==> src/hdl/rrle_pkg.sv <==
// Package for the row run-length encoder: defaults, reset values and helpers.
// No dependencies; used by every module of the block.
`timescale 1ns / 1ps

package rrle_pkg;

	// default configuration of the block
	localparam int MAX_COLS_DEF   = 4096;
	localparam int LEVEL_BITS_DEF = 8;
	localparam int ROW_BITS_DEF   = 16;

	// row width after reset, before clamping
	localparam int ROW_WIDTH_RST  = 1024;

	// result buffer depth; it must hold the two results of the item in
	// flight plus the two of the item just accepted
	localparam int RES_DEPTH      = 8;

	// number of results one item can cause
	localparam int MAX_PUSH       = 2;

	// row width reset value once clamped to the column limit
	function automatic int eff_width_rst(input int max_cols);
		int w;
		w = ROW_WIDTH_RST;
		if (w > max_cols) begin
			w = max_cols;
		end
		return w;
	endfunction

endpackage

==> src/hdl/rrle_run_tracker.sv <==
// Run tracker: input register stage, row width register, column/row state
// and the single-pass run detection that forms up to two results per item.
// Depends on rrle_pkg.
`timescale 1ns / 1ps

module rrle_run_tracker #(
	parameter int MAX_COLS   = rrle_pkg::MAX_COLS_DEF,
	parameter int LEVEL_BITS = rrle_pkg::LEVEL_BITS_DEF,
	parameter int ROW_BITS   = rrle_pkg::ROW_BITS_DEF,
	parameter int COL_W      = $clog2(MAX_COLS),
	parameter int LEN_W      = COL_W + 1,
	parameter int RES_W      = ROW_BITS + COL_W + LEN_W + LEVEL_BITS + 1
) (
	input  logic                  clk,
	input  logic                  arst_n,
	input  logic                  accept,
	input  logic [LEVEL_BITS-1:0] level,
	input  logic                  frame_start,
	input  logic                  row_width_we,
	input  logic [LEN_W-1:0]      row_width,
	output logic [1:0]            push_cnt,
	output logic [RES_W-1:0]      res0,
	output logic [RES_W-1:0]      res1
);

	localparam int EFF_RST = rrle_pkg::eff_width_rst(MAX_COLS);

	// input stage
	logic                  valid_s1;
	logic [LEVEL_BITS-1:0] level_s1;
	logic                  frame_s1;

	// state
	logic [LEN_W-1:0]      width_q;
	logic [COL_W-1:0]      col_q;
	logic [COL_W-1:0]      start_q;
	logic [LEVEL_BITS-1:0] run_lvl_q;
	logic [ROW_BITS-1:0]   row_q;

	// next-state and result terms
	logic [COL_W-1:0]      col;
	logic [ROW_BITS-1:0]   row;
	logic [COL_W-1:0]      start;
	logic [LEVEL_BITS-1:0] run_lvl;
	logic                  emit_a;
	logic                  row_end;
	logic [LEN_W-1:0]      col_p1;
	logic [LEN_W-1:0]      len_a;
	logic [LEN_W-1:0]      len_b;
	logic [RES_W-1:0]      res_a;
	logic [RES_W-1:0]      res_b;
	logic [LEN_W-1:0]      width_eff;

	always_ff @(posedge clk or negedge arst_n) begin
		if (!arst_n) begin
			valid_s1 <= 1'b0;
		end else begin
			valid_s1 <= accept;
		end
	end

	always_ff @(posedge clk) begin
		if (accept) begin
			level_s1 <= level;
			frame_s1 <= frame_start;
		end
	end

	// clamp the row width into 1..MAX_COLS when it is written
	always_comb begin
		width_eff = row_width;
		if (row_width == '0) begin
			width_eff = LEN_W'(1);
		end else if (row_width > LEN_W'(MAX_COLS)) begin
			width_eff = LEN_W'(MAX_COLS);
		end
	end

	always_comb begin
		col     = frame_s1 ? '0 : col_q;
		row     = frame_s1 ? '0 : row_q;
		emit_a  = 1'b0;
		start   = start_q;
		run_lvl = run_lvl_q;
		if (col == '0) begin
			start   = '0;
			run_lvl = level_s1;
		end else if (level_s1 != run_lvl_q) begin
			emit_a  = 1'b1;
			start   = col;
			run_lvl = level_s1;
		end
		col_p1  = {1'b0, col} + LEN_W'(1);
		row_end = (col_p1 >= width_q);
		len_a   = {1'b0, col} - {1'b0, start_q};
		len_b   = col_p1 - {1'b0, start};
		res_a   = {row, start_q, len_a, run_lvl_q, !row_end};
		res_b   = {row, start, len_b, run_lvl, 1'b1};
	end

	// compact the results so the first present one sits in slot 0
	always_comb begin
		push_cnt = 2'd0;
		res0     = res_a;
		res1     = res_b;
		if (valid_s1) begin
			push_cnt = 2'(emit_a) + 2'(row_end);
			if (!emit_a) begin
				res0 = res_b;
			end
		end
	end

	always_ff @(posedge clk or negedge arst_n) begin
		if (!arst_n) begin
			width_q   <= LEN_W'(EFF_RST);
			col_q     <= '0;
			start_q   <= '0;
			run_lvl_q <= '0;
			row_q     <= '0;
		end else begin
			if (row_width_we) begin
				width_q <= width_eff;
			end
			if (valid_s1) begin
				run_lvl_q <= run_lvl;
				if (row_end) begin
					col_q   <= '0;
					start_q <= '0;
					row_q   <= row + ROW_BITS'(1);
				end else begin
					col_q   <= col_p1[COL_W-1:0];
					start_q <= start;
					row_q   <= row;
				end
			end
		end
	end

endmodule

==> src/hdl/rrle_res_fifo.sv <==
// Result buffer: small register FIFO that takes up to two results a cycle
// and hands out one a cycle. Depends on rrle_pkg.
`timescale 1ns / 1ps

module rrle_res_fifo #(
	parameter int WIDTH = 8,
	parameter int DEPTH = rrle_pkg::RES_DEPTH
) (
	input  logic             clk,
	input  logic             arst_n,
	input  logic [1:0]       push_cnt,
	input  logic [WIDTH-1:0] din0,
	input  logic [WIDTH-1:0] din1,
	input  logic             pop,
	output logic             not_empty,
	output logic             room,
	output logic [WIDTH-1:0] dout
);

	localparam int PTR_W = $clog2(DEPTH);
	localparam int CNT_W = PTR_W + 1;
	localparam int ROOM_MAX = DEPTH - 2 * rrle_pkg::MAX_PUSH;

	logic [WIDTH-1:0] mem_q [DEPTH];
	logic [PTR_W-1:0] wr_ptr_q;
	logic [PTR_W-1:0] rd_ptr_q;
	logic [CNT_W-1:0] fill_q;
	logic             do_pop;

	assign not_empty = (fill_q != '0);
	assign do_pop    = pop && not_empty;
	// room for the item in the input stage and one more behind it
	assign room      = (fill_q <= CNT_W'(ROOM_MAX));
	assign dout      = mem_q[rd_ptr_q];

	always_ff @(posedge clk) begin
		if (push_cnt != 2'd0) begin
			mem_q[wr_ptr_q] <= din0;
		end
		if (push_cnt == 2'd2) begin
			mem_q[wr_ptr_q + PTR_W'(1)] <= din1;
		end
	end

	always_ff @(posedge clk or negedge arst_n) begin
		if (!arst_n) begin
			wr_ptr_q <= '0;
			rd_ptr_q <= '0;
			fill_q   <= '0;
		end else begin
			wr_ptr_q <= wr_ptr_q + PTR_W'(push_cnt);
			rd_ptr_q <= rd_ptr_q + PTR_W'(do_pop);
			fill_q   <= fill_q + CNT_W'(push_cnt) - CNT_W'(do_pop);
		end
	end

endmodule

==> src/hdl/row_run_length_encoder_core.sv <==
// Row run-length encoder. Raster levels enter one per cycle in row-major order;
// each run of equal levels inside a row leaves as one result (row, start
// column, length, level), and the end of a row closes the open run, so one
// item may cause two results, the second flagged by last_of_item. An item is
// registered, then classified in one pass against the column/run state, and its
// results go into an eight-entry buffer that drains one result per cycle while
// out_ready is high. The block takes one item per cycle while the buffer holds
// four results or fewer; the buffer's one-per-cycle drain sets the sustained
// rate when items cause two results. A frame_start item begins row 0, column 0
// and drops an unfinished run. Write row_width only while idle; 0 acts as 1 and
// values above MAX_COLS act as MAX_COLS.
// Depends on rrle_pkg, rrle_run_tracker and rrle_res_fifo.
`timescale 1ns / 1ps

module row_run_length_encoder_core #(
	parameter int MAX_COLS   = rrle_pkg::MAX_COLS_DEF,
	parameter int LEVEL_BITS = rrle_pkg::LEVEL_BITS_DEF,
	parameter int ROW_BITS   = rrle_pkg::ROW_BITS_DEF
) (
	input  logic                         clk,
	input  logic                         arst_n,
	input  logic                         row_width_we,
	input  logic [$clog2(MAX_COLS):0]    row_width,
	input  logic                         in_valid,
	output logic                         in_ready,
	input  logic [LEVEL_BITS-1:0]        level,
	input  logic                         frame_start,
	output logic                         out_valid,
	input  logic                         out_ready,
	output logic [ROW_BITS-1:0]          row_index,
	output logic [$clog2(MAX_COLS)-1:0]  run_start,
	output logic [$clog2(MAX_COLS):0]    run_length,
	output logic [LEVEL_BITS-1:0]        run_level,
	output logic                         last_of_item
);

	localparam int COL_W = $clog2(MAX_COLS);
	localparam int LEN_W = COL_W + 1;
	localparam int RES_W = ROW_BITS + COL_W + LEN_W + LEVEL_BITS + 1;

	logic [1:0]       push_cnt;
	logic [RES_W-1:0] res0;
	logic [RES_W-1:0] res1;
	logic [RES_W-1:0] head;

	rrle_run_tracker #(
		.MAX_COLS   (MAX_COLS),
		.LEVEL_BITS (LEVEL_BITS),
		.ROW_BITS   (ROW_BITS),
		.COL_W      (COL_W),
		.LEN_W      (LEN_W),
		.RES_W      (RES_W)
	) u_tracker (
		.clk          (clk),
		.arst_n       (arst_n),
		.accept       (in_valid && in_ready),
		.level        (level),
		.frame_start  (frame_start),
		.row_width_we (row_width_we),
		.row_width    (row_width),
		.push_cnt     (push_cnt),
		.res0         (res0),
		.res1         (res1)
	);

	rrle_res_fifo #(
		.WIDTH (RES_W),
		.DEPTH (rrle_pkg::RES_DEPTH)
	) u_fifo (
		.clk       (clk),
		.arst_n    (arst_n),
		.push_cnt  (push_cnt),
		.din0      (res0),
		.din1      (res1),
		.pop       (out_ready),
		.not_empty (out_valid),
		.room      (in_ready),
		.dout      (head)
	);

	assign {row_index, run_start, run_length, run_level, last_of_item} = head;

endmodule

==> config.mk <==
export PLATFORM = sky130hd
export DESIGN_NAME = row_run_length_encoder_core
export DESIGN_NICKNAME = d
export VERILOG_FILES = /design/src/hdl/rrle_pkg.sv /design/src/hdl/rrle_run_tracker.sv /design/src/hdl/rrle_res_fifo.sv /design/src/hdl/row_run_length_encoder_core.sv
export SDC_FILE = /design/constraint.sdc
export NUM_CORES = 1
export LEC_CHECK = 0
export BUFFER_PORTS_ARGS = -buffer_cell sky130_fd_sc_hd__buf_2
export CAP_MARGIN = 20
export CORE_ASPECT_RATIO = 2
export CORE_UTILIZATION = 30
export DETAILED_ROUTE_END_ITERATION = 7
export PLACE_DENSITY = 0.56
export SLEW_MARGIN = 20
export SYNTH_ARGS = -nofsm -noshare
export SYNTH_HDL_FRONTEND = slang
export SYNTH_HIERARCHICAL = 1
export SYNTH_SLANG_ARGS = --single-unit
==> constraint.sdc <==
create_clock -name clk -period 8.1 [get_ports clk]
set_input_delay 0 -clock clk [delete_from_list [all_inputs] [get_ports clk]]
set_output_delay 0 -clock clk [all_outputs]
set_load 0.1 [all_outputs]
==> results of run 1 <==
-- layer usage --
layer | GRT usage (%) | wire [um] | vias to the layer above
met1 | 17.5 | 26700 | 8071
met3 | 1.43 | 2310 | 160
met4 | 10.0 | 4700 | 0
met2 | 34.7 | 43900 | 398
met5 | 0 | 0 | -
li1 | - | - | 7056
-- area by class of cell --
type                    instances  area, um2  area share [%]
multi-input cells            1128      11400            38.5
clock buffers                  55       1110            3.74
inverters                      60        228           0.768
well taps                    1162       1450            4.90
clock inverters                20        106           0.358
flip-flops and latches        481      14100            47.5
diodes                          1       2.50         0.00843
repair buffers                159       1250            4.22
-- synthesized netlist by cell type (12+ instances only) --
cell         n
a21oi_1     43
and3_1      13
buf_2       58
buf_4       35
clkbuf_1    40
dfrtp_1     71
edfxtp_1   409
ha_1        42
inv_1       55
mux2_2     453
mux2i_1     15
mux4_2     100
nand2_1     97
nand3_1     16
nor2_1      55
nor2b_1     23
o21ai_0     34
o22ai_1     12
o2bb2ai_1   13
xnor2_1     35
xor2_1      22
-- logic make-up after synthesis --
| logic type | synth area share (%) |
|---|---|
| XOR/XNOR | 2.01 |
| other | 0.0142 |
| multiplexers | 28.8 |
| adder cells (fa/ha/maj) | 2.38 |
| AND/OR/NAND/NOR | 5.07 |
| AO/OA/AOI/OAI | 4.35 |
| flip-flops | 53.3 |
| buffers and inverters | 4.01 |
-- through the flow --
stage	util [%]	worst slack (ns)	hold WS [ns]
3_5_place_dp	32.1	1.58	-0.158
5_1_grt	34.1	1.17	0.147
6_report	34.1	1.51	0.156
2_1_floorplan	-	-0.190	-0.296
4_1_cts	34.1	1.53	0.127
3_3_place_gp	32.1	1.75	-0.165
-- report_power, final --
part / leakage (nW) / internal (mW) / switching (mW)
Combinational: 5.53 / 1.73 / 3.45
Sequential: 4.60 / 3.10 / 0.277
Clock: 0.585 / 0.969 / 0.932
-- registers in the layout, indices dropped and copies added (netlist names) --
name and cells:
u_fifo/wr_ptr_q 3, u_tracker/row_q 16, u_tracker/col_q 12, u_fifo/mem_q 400
u_tracker/run_lvl_q 8, u_tracker/start_q 12, u_fifo/fill_q 4, u_tracker/width_q 13
u_tracker/valid_s1 1, u_tracker/level_s1 8, u_tracker/frame_s1 1, u_fifo/rd_ptr_q 3
-- path summary, 6_finish.rpt --
path / endpoint / startpoint / cells past startpoint
min in group asynchronous: u_tracker/start_q[3]$_DFFE_PN0P_ / arst_n / 3
max: u_fifo/mem_q[6][8]$_DFFE_PP_ / u_tracker/frame_s1$_DFFE_PP_ / 19
min: u_tracker/level_s1[0]$_DFFE_PP_ / level[0] / 2
max in group asynchronous: u_tracker/valid_s1$_DFF_PN0_ / arst_n / 3
min reg2reg: u_tracker/run_lvl_q[1]$_DFFE_PN0P_ / u_tracker/run_lvl_q[1]$_DFFE_PN0P_ / 1
max reg2reg: u_fifo/mem_q[6][8]$_DFFE_PP_ / u_tracker/frame_s1$_DFFE_PP_ / 19
-- cell usage in the layout (no fill, tap or decap), drive strengths merged, types with 19 or more instances in the layout --
| cell type | instances |
|---|---|
| edfxtp | 409 |
| a21oi | 43 |
| clkbuf | 55 |
| nor2 | 56 |
| dlygate4sd3 | 50 |
| xor2 | 23 |
| mux2 | 463 |
| xnor2 | 36 |
| buf | 109 |
| dfrtp | 71 |
| inv | 59 |
| nand3 | 19 |
| ha | 42 |
| nand2 | 97 |
| o21ai | 39 |
| nor2b | 23 |
| mux4 | 100 |
| clkinv | 19 |
-- critical path, delay by kind of cell (launching register included) --
family,cells,cell delay [ns]
AOI/OAI and AO/OA,1,0.27
xor gates and xnor gates,1,0.22
adders and majority gates,3,0.90
buffers and inverters,1,0.36
DFF,1,0.56
muxes,1,0.36
and+or+nand+nor,12,3.61
-- repair_timing --
action	4_1_cts	5_1_grt
hold buffers	50	0
setup buffers	0	0
endpoints found under the hold margin	96	0
resized for setup	0	0
==> impl_metrics.yaml, run 1 <==
timing:
  hold_viol_final: 0
  setup_violations: 0
  max_freq_ghz: 0.152
  skew_ns: 0.0285
  worstMarginPinSlew_ns: 1.15
  drv_slew: 0
  final.min_clock_period_ns: 6.59
  fin_crit_sh_pct: 81.4
  setup_tns_ns: 0
  slew-limit-headroom_pct: 22.5
  rsz0062_at_grt: "no"
setup_path:
  required_ns: 8.42
  cpMaxStageDelayCell: "nor2_4"
  end_kind: "register"
  path_common_cell: "ha_1"
  critPathMaxFanout: 18
  crit_chain: "nor2b_1 -> ha_1 -> nand2_1 -> nor2_1 -> and3_1 -> nand3_1 -> xnor2_1 -> nor2_1 -> ha_1 -> and4_1 -> or4b_1 -> a211o_1 -> nand3_2 -> ha_1 -> and2_1 -> nand4b_1 -> nor2_4 -> buf_4 -> mux2_2"
  crit_type: "register to register"
  cp.arrival_ns: 6.91
  r2r_slack_ns: 1.51
  max_stage_delay_ns: 0.80
  start_kind: "register"
placed_design:
  post-dp-hpwl_um: 49100
  dpl_cell_area_um2: 27900
  globalplace.congestion: 0.892
  dpl.cell_count: 2940
  portBuffers: 78
yosys:
  syn_inst: 1816
  synth_nets: 1888
  synth_seq_cells: 481
  synthArstFlopShare_pct: 15.0
  avgSynthCellArea_um2: 14.5
  syn_area_um2: 26400
  yosysTopAreaCell: "edfxtp_1"
  ys_seq_area_share_pct: 53.3
  synthTopCellsByArea: "edfxtp_1 (47%), mux2_2 (19%), mux4_2 (8.5%)"
  synth_cell_types: 82
  yosysWarningCount: 6
  synth_top_area_share_pct: 46.5
  synth_edf_count: 409
  synthFlopType: "edfxtp_1"
global_route:
  grt_pass1_vias: 16800
  gr-total-overflow: 0
  antenna_found_initial: 4
  grt_usage_pct: 17.6
  grt_max_degree: 73
  grt_pass1_wl_um: 114000
finish:
  layout-drive-gt1-share_pct: 40.1
  final_area_um2: 29700
  syn_to_final_growth_pct: 12.3
  instances_no_fill: 3066
  nNetsFinal: 1944
  fillers: 8432
floorplan:
  coreArea_um2: 87100
  die_w_um: 212
  num_rows: 153
  die_h_um: 422
  io_pins: 79
  dieArea_um2: 89300
  start_util_pct: 30.3
pwr:
  powerDensity_nw_per_um2: 352
  power.total_mw: 10.5
  peakVddDrop_mv: 0.299
  p_leak_nw: 10.7
detailed_routing:
  wl_per_cell_um: 25.3
  ant_nets: 0
  routed_wl_um: 77600
  drc_errors: 0
  firstDrtPassIters: 5
  vias: 15700
  via_per_inst: 5.12
  drt_iter0_markers: 1066
hold_path:
  hp-class: "input port to register"
cts:
  cts_root_buffer: "clkbuf_16"
  cts_tree: "built"
  cts_sinks: 481
  clk_latency_ns: 0.58
  htreeDepth: 2
  ctsLongestPathBuffers: 3
  clk_pin_slew_ns: 0.07
  numCtsBuffers: 42
outcome:
  status: "finished clean"
job:
  cap_violations: 0
No activity file was read; power rests on OpenSTA's default activity.
==> run 2: changes to the inputs <==
--- a/config.mk
+++ b/config.mk
@@ -5,12 +5,13 @@
 export SDC_FILE = /design/constraint.sdc
 export NUM_CORES = 1
 export LEC_CHECK = 0
+export ABC_AREA = 1
 export BUFFER_PORTS_ARGS = -buffer_cell sky130_fd_sc_hd__buf_2
 export CAP_MARGIN = 20
 export CORE_ASPECT_RATIO = 2
 export CORE_UTILIZATION = 30
 export DETAILED_ROUTE_END_ITERATION = 7
-export PLACE_DENSITY = 0.56
+export PLACE_DENSITY = 0.54
 export SLEW_MARGIN = 20
 export SYNTH_ARGS = -nofsm -noshare
 export SYNTH_HDL_FRONTEND = slang
==> constraint.sdc (replaced) <==
create_clock -name clk -period 6.7 [get_ports clk]
set_input_delay 0 -clock clk [delete_from_list [all_inputs] [get_ports clk]]
set_output_delay 0 -clock clk [all_outputs]
set_load 0.1 [all_outputs]
==> impl_metrics.yaml, run 2 <==
outcome:
  status: "finished clean"
placed_design:
  dpl.cell_count: 5280
  dp_slack_ns: 1.18
  post-dp-hpwl_um: 63200
  portBuffers: 78
  globalplace.congestion: 0.960
floorplan:
  dieArea_um2: 105000
  start_util_pct: 30.3
  die_w_um: 230
  coreArea_um2: 103000
  die_h_um: 457
  num_rows: 166
  io_pins: 79
setup_path:
  cp.arrival_ns: 5.83
  crit_family: "simple AND/OR/NAND/NOR gates"
  max_stage_delay_ns: 0.79
  crit_buf_inv: 6
  required_ns: 6.97
  start_kind: "register"
  critical_path_depth: 25
  end_kind: "register"
  crit_type: "register to register"
  cpMaxStageDelayCell: "o21ai_4"
  rr_worst_depth: 25
  critPathMaxFanout: 35
  path_common_cell: "nand2_1"
cts:
  ctsLongestPathBuffers: 3
  numCtsBuffers: 46
  postCtsSetupBuffers: 0
  cts_resized: 0
  cts_root_buffer: "clkbuf_16"
  ctsHoldBuffers: 52
  htreeDepth: 2
  clk_latency_ns: 0.60
  cts_sinks: 481
  clk_pin_slew_ns: 0.07
  cts_tree: "built"
timing:
  final.min_clock_period_ns: 5.56
  fin_ws_ns: 1.14
  setup_violations: 0
  fin_crit_sh_pct: 83.0
  max_freq_ghz: 0.180
  worstMarginPinSlew_ns: 1.16
  drv_slew: 0
  rsz0062_at_grt: "no"
  skew_ns: 0.0216
  slew-limit-headroom_pct: 23.0
  hold_viol_final: 0
pwr:
  peakVddDrop_mv: 0.416
  share_comb_of_total_power_pct: 56.6
  p_sw_mw: 8.50
  powerDensity_nw_per_um2: 452
  power_frac_clock_pct: 17.1
  seqPwrFrac_pct: 26.3
  switching_share_pct: 55.8
  intPower_mw: 6.72
  p_leak_nw: 16.4
detailed_routing:
  routed_wl_um: 104000
  firstDrtPassIters: 6
  drt_iter0_markers: 1876
  via_per_inst: 4.94
  vias: 26800
  drc_errors: 0
  wl_per_cell_um: 19.2
  ant_nets: 0
finish:
  syn_to_final_growth_pct: 8.08
  nNetsFinal: 4109
  largest_register_ffs: 400
  instances_no_fill: 5413
  finish.utilization_pct: 32.8
  top_register: "u_fifo/mem_q"
  reg_top3: "u_fifo/mem_q: 400 flops, u_tracker/row_q: 16 flops, u_tracker/width_q: 13 flops"
  final_cell_mix: "nand2_1 (1,735), inv_1 (560), nand4_1 (411)"
  mostFrequentLayoutCell: "nand2_1"
  layout-drive-gt1-share_pct: 6.76
  fillers: 10900
hold_path:
  hp-class: "input port to register"
  whs_path_depth: 2
yosys:
  synth_nets: 4274
  synth_cell_types: 43
  synthArstFlopShare_pct: 15.0
  synth_edf_count: 409
  syn_inst: 4202
  synthTopCellsByArea: "edfxtp_1 (39%), nand2_1 (21%), nand4_1 (8.3%)"
  yosysMostFrequentCell: "nand2_1"
  synth_common_cells: "nand2_1 (1,735), inv_1 (563), nand4_1 (411), edfxtp_1 (409), nand3_1 (286)"
  avgSynthCellArea_um2: 7.41
  yosysWarningCount: 6
  synth_seq_cells: 481
  synth_top_area_share_pct: 39.5
  synthFlopType: "edfxtp_1"
  syn_area_um2: 31100
  ys_seq_area_share_pct: 45.3
  yosysTopAreaCell: "edfxtp_1"
global_route:
  gr-total-overflow: 0
  grt_pass1_vias: 26300
  grt_max_degree: 140
  antenna_found_initial: 1
  grt_pass1_wl_um: 158000
  grt_usage_pct: 19.6
job:
  cap_violations: 0
run 2: power by group through the flow:
stage	combinational (mW)	sequential (mW)	clock, mW
2_1_floorplan	6.78	3.91	0
3_3_place_gp	8.54	4.06	0
3_5_place_dp	8.60	4.06	0
4_1_cts	8.65	3.99	2.67
5_1_grt	9.32	4.02	2.75
6_report	8.61	4.00	2.60
run 2: worst register-to-register path, stage by stage, from the launching register on:
cell,delay (ns)
edfxtp_1,0.51
nor2_1,0.14
buf_4,0.17
ha_1,0.19
nand2_1,0.08
nor2_1,0.24
nand2_1,0.11
nor2_1,0.24
nand2_1,0.11
xor2_1,0.27
ha_1,0.32
nand2_1,0.07
inv_1,0.03
o21ai_0,0.14
nand2_1,0.09
a21oi_1,0.13
nand3_1,0.08
buf_4,0.22
ha_1,0.31
nand2_1,0.05
inv_1,0.12
inv_1,0.07
nand2_1,0.08
nand2_1,0.24
o21ai_4,0.79
buf_12,0.37
run 2: stage by stage:
| step | power, mW | TNS (ns) | hold slack [ns] | area, um2 |
|---|---|---|---|---|
| 4_1_cts | 15.3 | 0 | 0.0712 | 33600 |
| 6_report | 15.2 | 0 | 0.111 | 33600 |
| 3_3_place_gp | 12.6 | 0 | 0.0182 | 31700 |
| 2_1_floorplan | 10.7 | -181.95 | -0.296 | 31100 |
| 3_5_place_dp | 12.7 | 0 | 0.0266 | 31700 |
| 5_1_grt | 16.1 | 0 | 0.109 | 33600 |
run 2: routing by layer:
metal | part of all wire (%) | wire length, um | global-route usage [%]
met1 | 37 | 38900 | 21.3
met3 | 4.0 | 4190 | 1.38
met5 | 0 | 0 | 0
met2 | 53 | 55500 | 37.4
met4 | 5.3 | 5470 | 10.7
run 2: cells by family after synthesis:
| group | count (synthesis) | share of synthesized area [%] |
|---|---|---|
| XOR/XNOR | 37 | 1.04 |
| other | 1 | 0.0121 |
| AO/OA/AOI/OAI | 115 | 1.97 |
| adder cells (fa/ha/maj) | 45 | 1.88 |
| flip-flops | 481 | 45.3 |
| AND/OR/NAND/NOR | 2538 | 35.7 |
| buffers and inverters | 985 | 14.2 |
run 2: cell type report:
| type | instances | area, um2 | share of cell area, % |
|---|---|---|---|
| Clock inverter | 27 | 226 | 0.673 |
| Sequential cell | 481 | 14100 | 41.9 |
| Antenna cell | 1 | 2.50 | 0.00744 |
| Multi-Input combinational cell | 2736 | 12800 | 38.0 |
| Clock buffer | 52 | 1190 | 3.55 |
| Timing Repair Buffer | 201 | 1510 | 4.48 |
| Tap cell | 1344 | 1680 | 5.00 |
| Inverter | 571 | 2160 | 6.41 |
run 2: final timing paths:
check | from | endpoint | slack [ns]
worst max-delay path | u_tracker/frame_s1$_DFFE_PP_ | u_fifo/mem_q[5][17]$_DFFE_PP_ | 1.14
worst min register to register | u_tracker/row_q[15]$_DFFE_PN0P_ | u_tracker/row_q[15]$_DFFE_PN0P_ | 0.49
worst max register to register | u_tracker/frame_s1$_DFFE_PP_ | u_fifo/mem_q[5][17]$_DFFE_PP_ | 1.14
max in group asynchronous | arst_n | u_fifo/rd_ptr_q[1]$_DFF_PN0_ | 5.55
min in group asynchronous | arst_n | u_tracker/run_lvl_q[5]$_DFFE_PN0P_ | 0.47
worst min-delay path | level[4] | u_tracker/level_s1[4]$_DFFE_PP_ | 0.11
==> run 3: changes to the inputs <==
--- a/config.mk
+++ b/config.mk
@@ -11,7 +11,7 @@
 export CORE_ASPECT_RATIO = 2
 export CORE_UTILIZATION = 30
 export DETAILED_ROUTE_END_ITERATION = 7
-export PLACE_DENSITY = 0.54
+export PLACE_DENSITY = 0.56
 export SLEW_MARGIN = 20
 export SYNTH_ARGS = -nofsm -noshare
 export SYNTH_HDL_FRONTEND = slang
==> constraint.sdc (replaced) <==
create_clock -name clk -period 4.75 [get_ports clk]
set_input_delay 0 -clock clk [delete_from_list [all_inputs] [get_ports clk]]
set_output_delay 0 -clock clk [all_outputs]
set_load 0.1 [all_outputs]
==> impl_metrics.yaml, run 3 (same netlist as run 2, synthesis figures left out) <==
pwr:
  peakVddDrop_mv: 0.708
  power_frac_clock_pct: 17.8
  p_leak_nw: 16.8
  switching_share_pct: 55.2
  powerDensity_nw_per_um2: 645
  share_comb_of_total_power_pct: 57.5
  intPower_mw: 9.99
  seqPwrFrac_pct: 24.8
  power.total_mw: 22.3
  p_sw_mw: 12.3
global_route:
  grt_pass1_vias: 26600
  grt_pass1_wl_um: 163000
  grt_usage_pct: 20.1
  grt_max_degree: 202
  gr-total-overflow: 0
  antenna_found_initial: 2
outcome:
  status: "finished clean"
job:
  cap_violations: 0
cts:
  htreeDepth: 2
  clk_pin_slew_ns: 0.07
  ctsLongestPathBuffers: 3
  numCtsBuffers: 46
  cts_root_buffer: "clkbuf_16"
  cts_sinks: 481
  cts_tree: "built"
  clk_latency_ns: 0.61
setup_path:
  critPathMaxFanout: 29
  max_stage_delay_ns: 0.53
  path_common_cell: "nand2_1"
  crit_type: "register to register"
  required_ns: 5.03
  cp.arrival_ns: 4.87
  cpMaxStageDelayCell: "edfxtp_1"
  start_kind: "register"
  end_kind: "register"
placed_design:
  dpl_cell_area_um2: 32400
  globalplace.congestion: 0.964
  post-dp-hpwl_um: 62100
  portBuffers: 78
detailed_routing:
  ant_nets: 0
  via_per_inst: 5.06
  firstDrtPassIters: 6
  vias: 27700
  wl_per_cell_um: 19.7
  routed_wl_um: 108000
  drt_iter0_markers: 2094
  drc_errors: 0
timing:
  slew-limit-headroom_pct: 23.4
  setup_violations: 0
  fin_crit_sh_pct: 96.7
  worstMarginPinSlew_ns: 1.14
  final.min_clock_period_ns: 4.59
  whs_ns: 0.100
  drv_slew: 0
  hold_viol_final: 0
  setup_tns_ns: 0
  max_freq_ghz: 0.218
  skew_ns: 0.0243
floorplan:
  num_rows: 166
  dieArea_um2: 105000
  die_w_um: 230
  coreArea_um2: 103000
  start_util_pct: 30.3
  die_h_um: 457
  io_pins: 79
finish:
  register_area_um2: 14100
  largest_register_ffs: 400
  fillers: 10800
  reg_top3: "u_fifo/mem_q: 400 flops, u_tracker/row_q: 16 flops, u_tracker/width_q: 13 flops"
  finish.utilization_pct: 33.6
  mostFrequentLayoutCell: "nand2_1"
  final_area_um2: 34500
  layout-drive-gt1-share_pct: 8.06
  nNetsFinal: 4155
  syn_to_final_growth_pct: 11.0
  top_register: "u_fifo/mem_q"
  multi_input_area_um2: 12800
  final_cell_mix: "nand2_1 (1,732), inv_1 (559), nand4_1 (411)"
hold_path:
  hp-class: "input port to register"
## run 3: cell types whose count changed in the layout (fill, tap and decap cells not counted), sizes merged
cell	before	now
inv	569	571
buf	150	194
clkinv	21	16
clkinvlp	5	4
clkbuf	52	61
bufinv	3	6
## run 3: worst paths after layout
kind | to | start | cells after the start | slack, ns
hold / removal | u_tracker/level_s1[6]$_DFFE_PP_ | level[6] | 2 | 0.10
setup reg to reg | u_fifo/mem_q[5][43]$_DFFE_PP_ | u_tracker/frame_s1$_DFFE_PP_ | 25 | 0.16
hold reg to reg | u_tracker/row_q[15]$_DFFE_PN0P_ | u_tracker/row_q[15]$_DFFE_PN0P_ | 2 | 0.49
setup / recovery | u_fifo/mem_q[5][43]$_DFFE_PP_ | u_tracker/frame_s1$_DFFE_PP_ | 25 | 0.16
max in group asynchronous | u_fifo/rd_ptr_q[0]$_DFF_PN0_ | arst_n | 3 | 3.84
min in group asynchronous | u_tracker/col_q[0]$_DFFE_PN0P_ | arst_n | 3 | 0.18
## run 3: routing by layer
layer | share of wire (%) | GRT usage (%) | vias up
met5 | 0.011 | 0 | -
met4 | 5.0 | 9.84 | 2
met3 | 5.3 | 1.90 | 258
met2 | 52 | 36.9 | 1015
met1 | 38 | 23.1 | 13200
li1 | - | - | 13200
## run 3: layout make-up
class                   count  area share, %
well taps                1344           4.87
clock inverters            26          0.848
clock buffers              59           3.62
multi-input cells        2736           37.1
flip-flops and latches    481           40.8
inverters                 571           6.24
diodes                      1        0.00725
repair buffers            247           6.46
## run 3: worst max-delay path, delay by kind of cell (launching register included)
family                     cells  cell delay, ns
AOI/OAI and AO/OA              3            0.44
and+or+nand+nor               13            1.58
DFF                            1            0.53
buffers and inverters          5            0.62
adders and majority gates      3            0.78
xor gates and xnor gates       1            0.24
## run 3: per-stage QoR
| stage | setup slack, ns | cells |
|---|---|---|
| after floorplan | 0.0208 | 4202 |
| after global placement | 0.00209 | 5324 |
| after detailed placement | 0.0730 | 5324 |
| after CTS | 0.0330 | 5460 |
| after global routing | -0.00844 | 5465 |
| final | 0.159 | 5465 |
## run 3: timing repair
action                                  CTS  global route
resized for setup                         0             8
buffers inserted                          0             3
endpoints found under the setup margin    0           501
endpoints found under the hold margin    99             0
hold buffers                             51             0
## run 3: power by group through the flow
stage                     clock network [mW]  registers (mW)  logic [mW]
after floorplan                            0            5.50        9.61
after global placement                     0            5.60        12.6
after detailed placement                   0            5.61        12.7
after CTS                               4.02            5.52        12.8
after global routing                    4.14            5.54        13.7
final                                   3.96            5.52        12.8
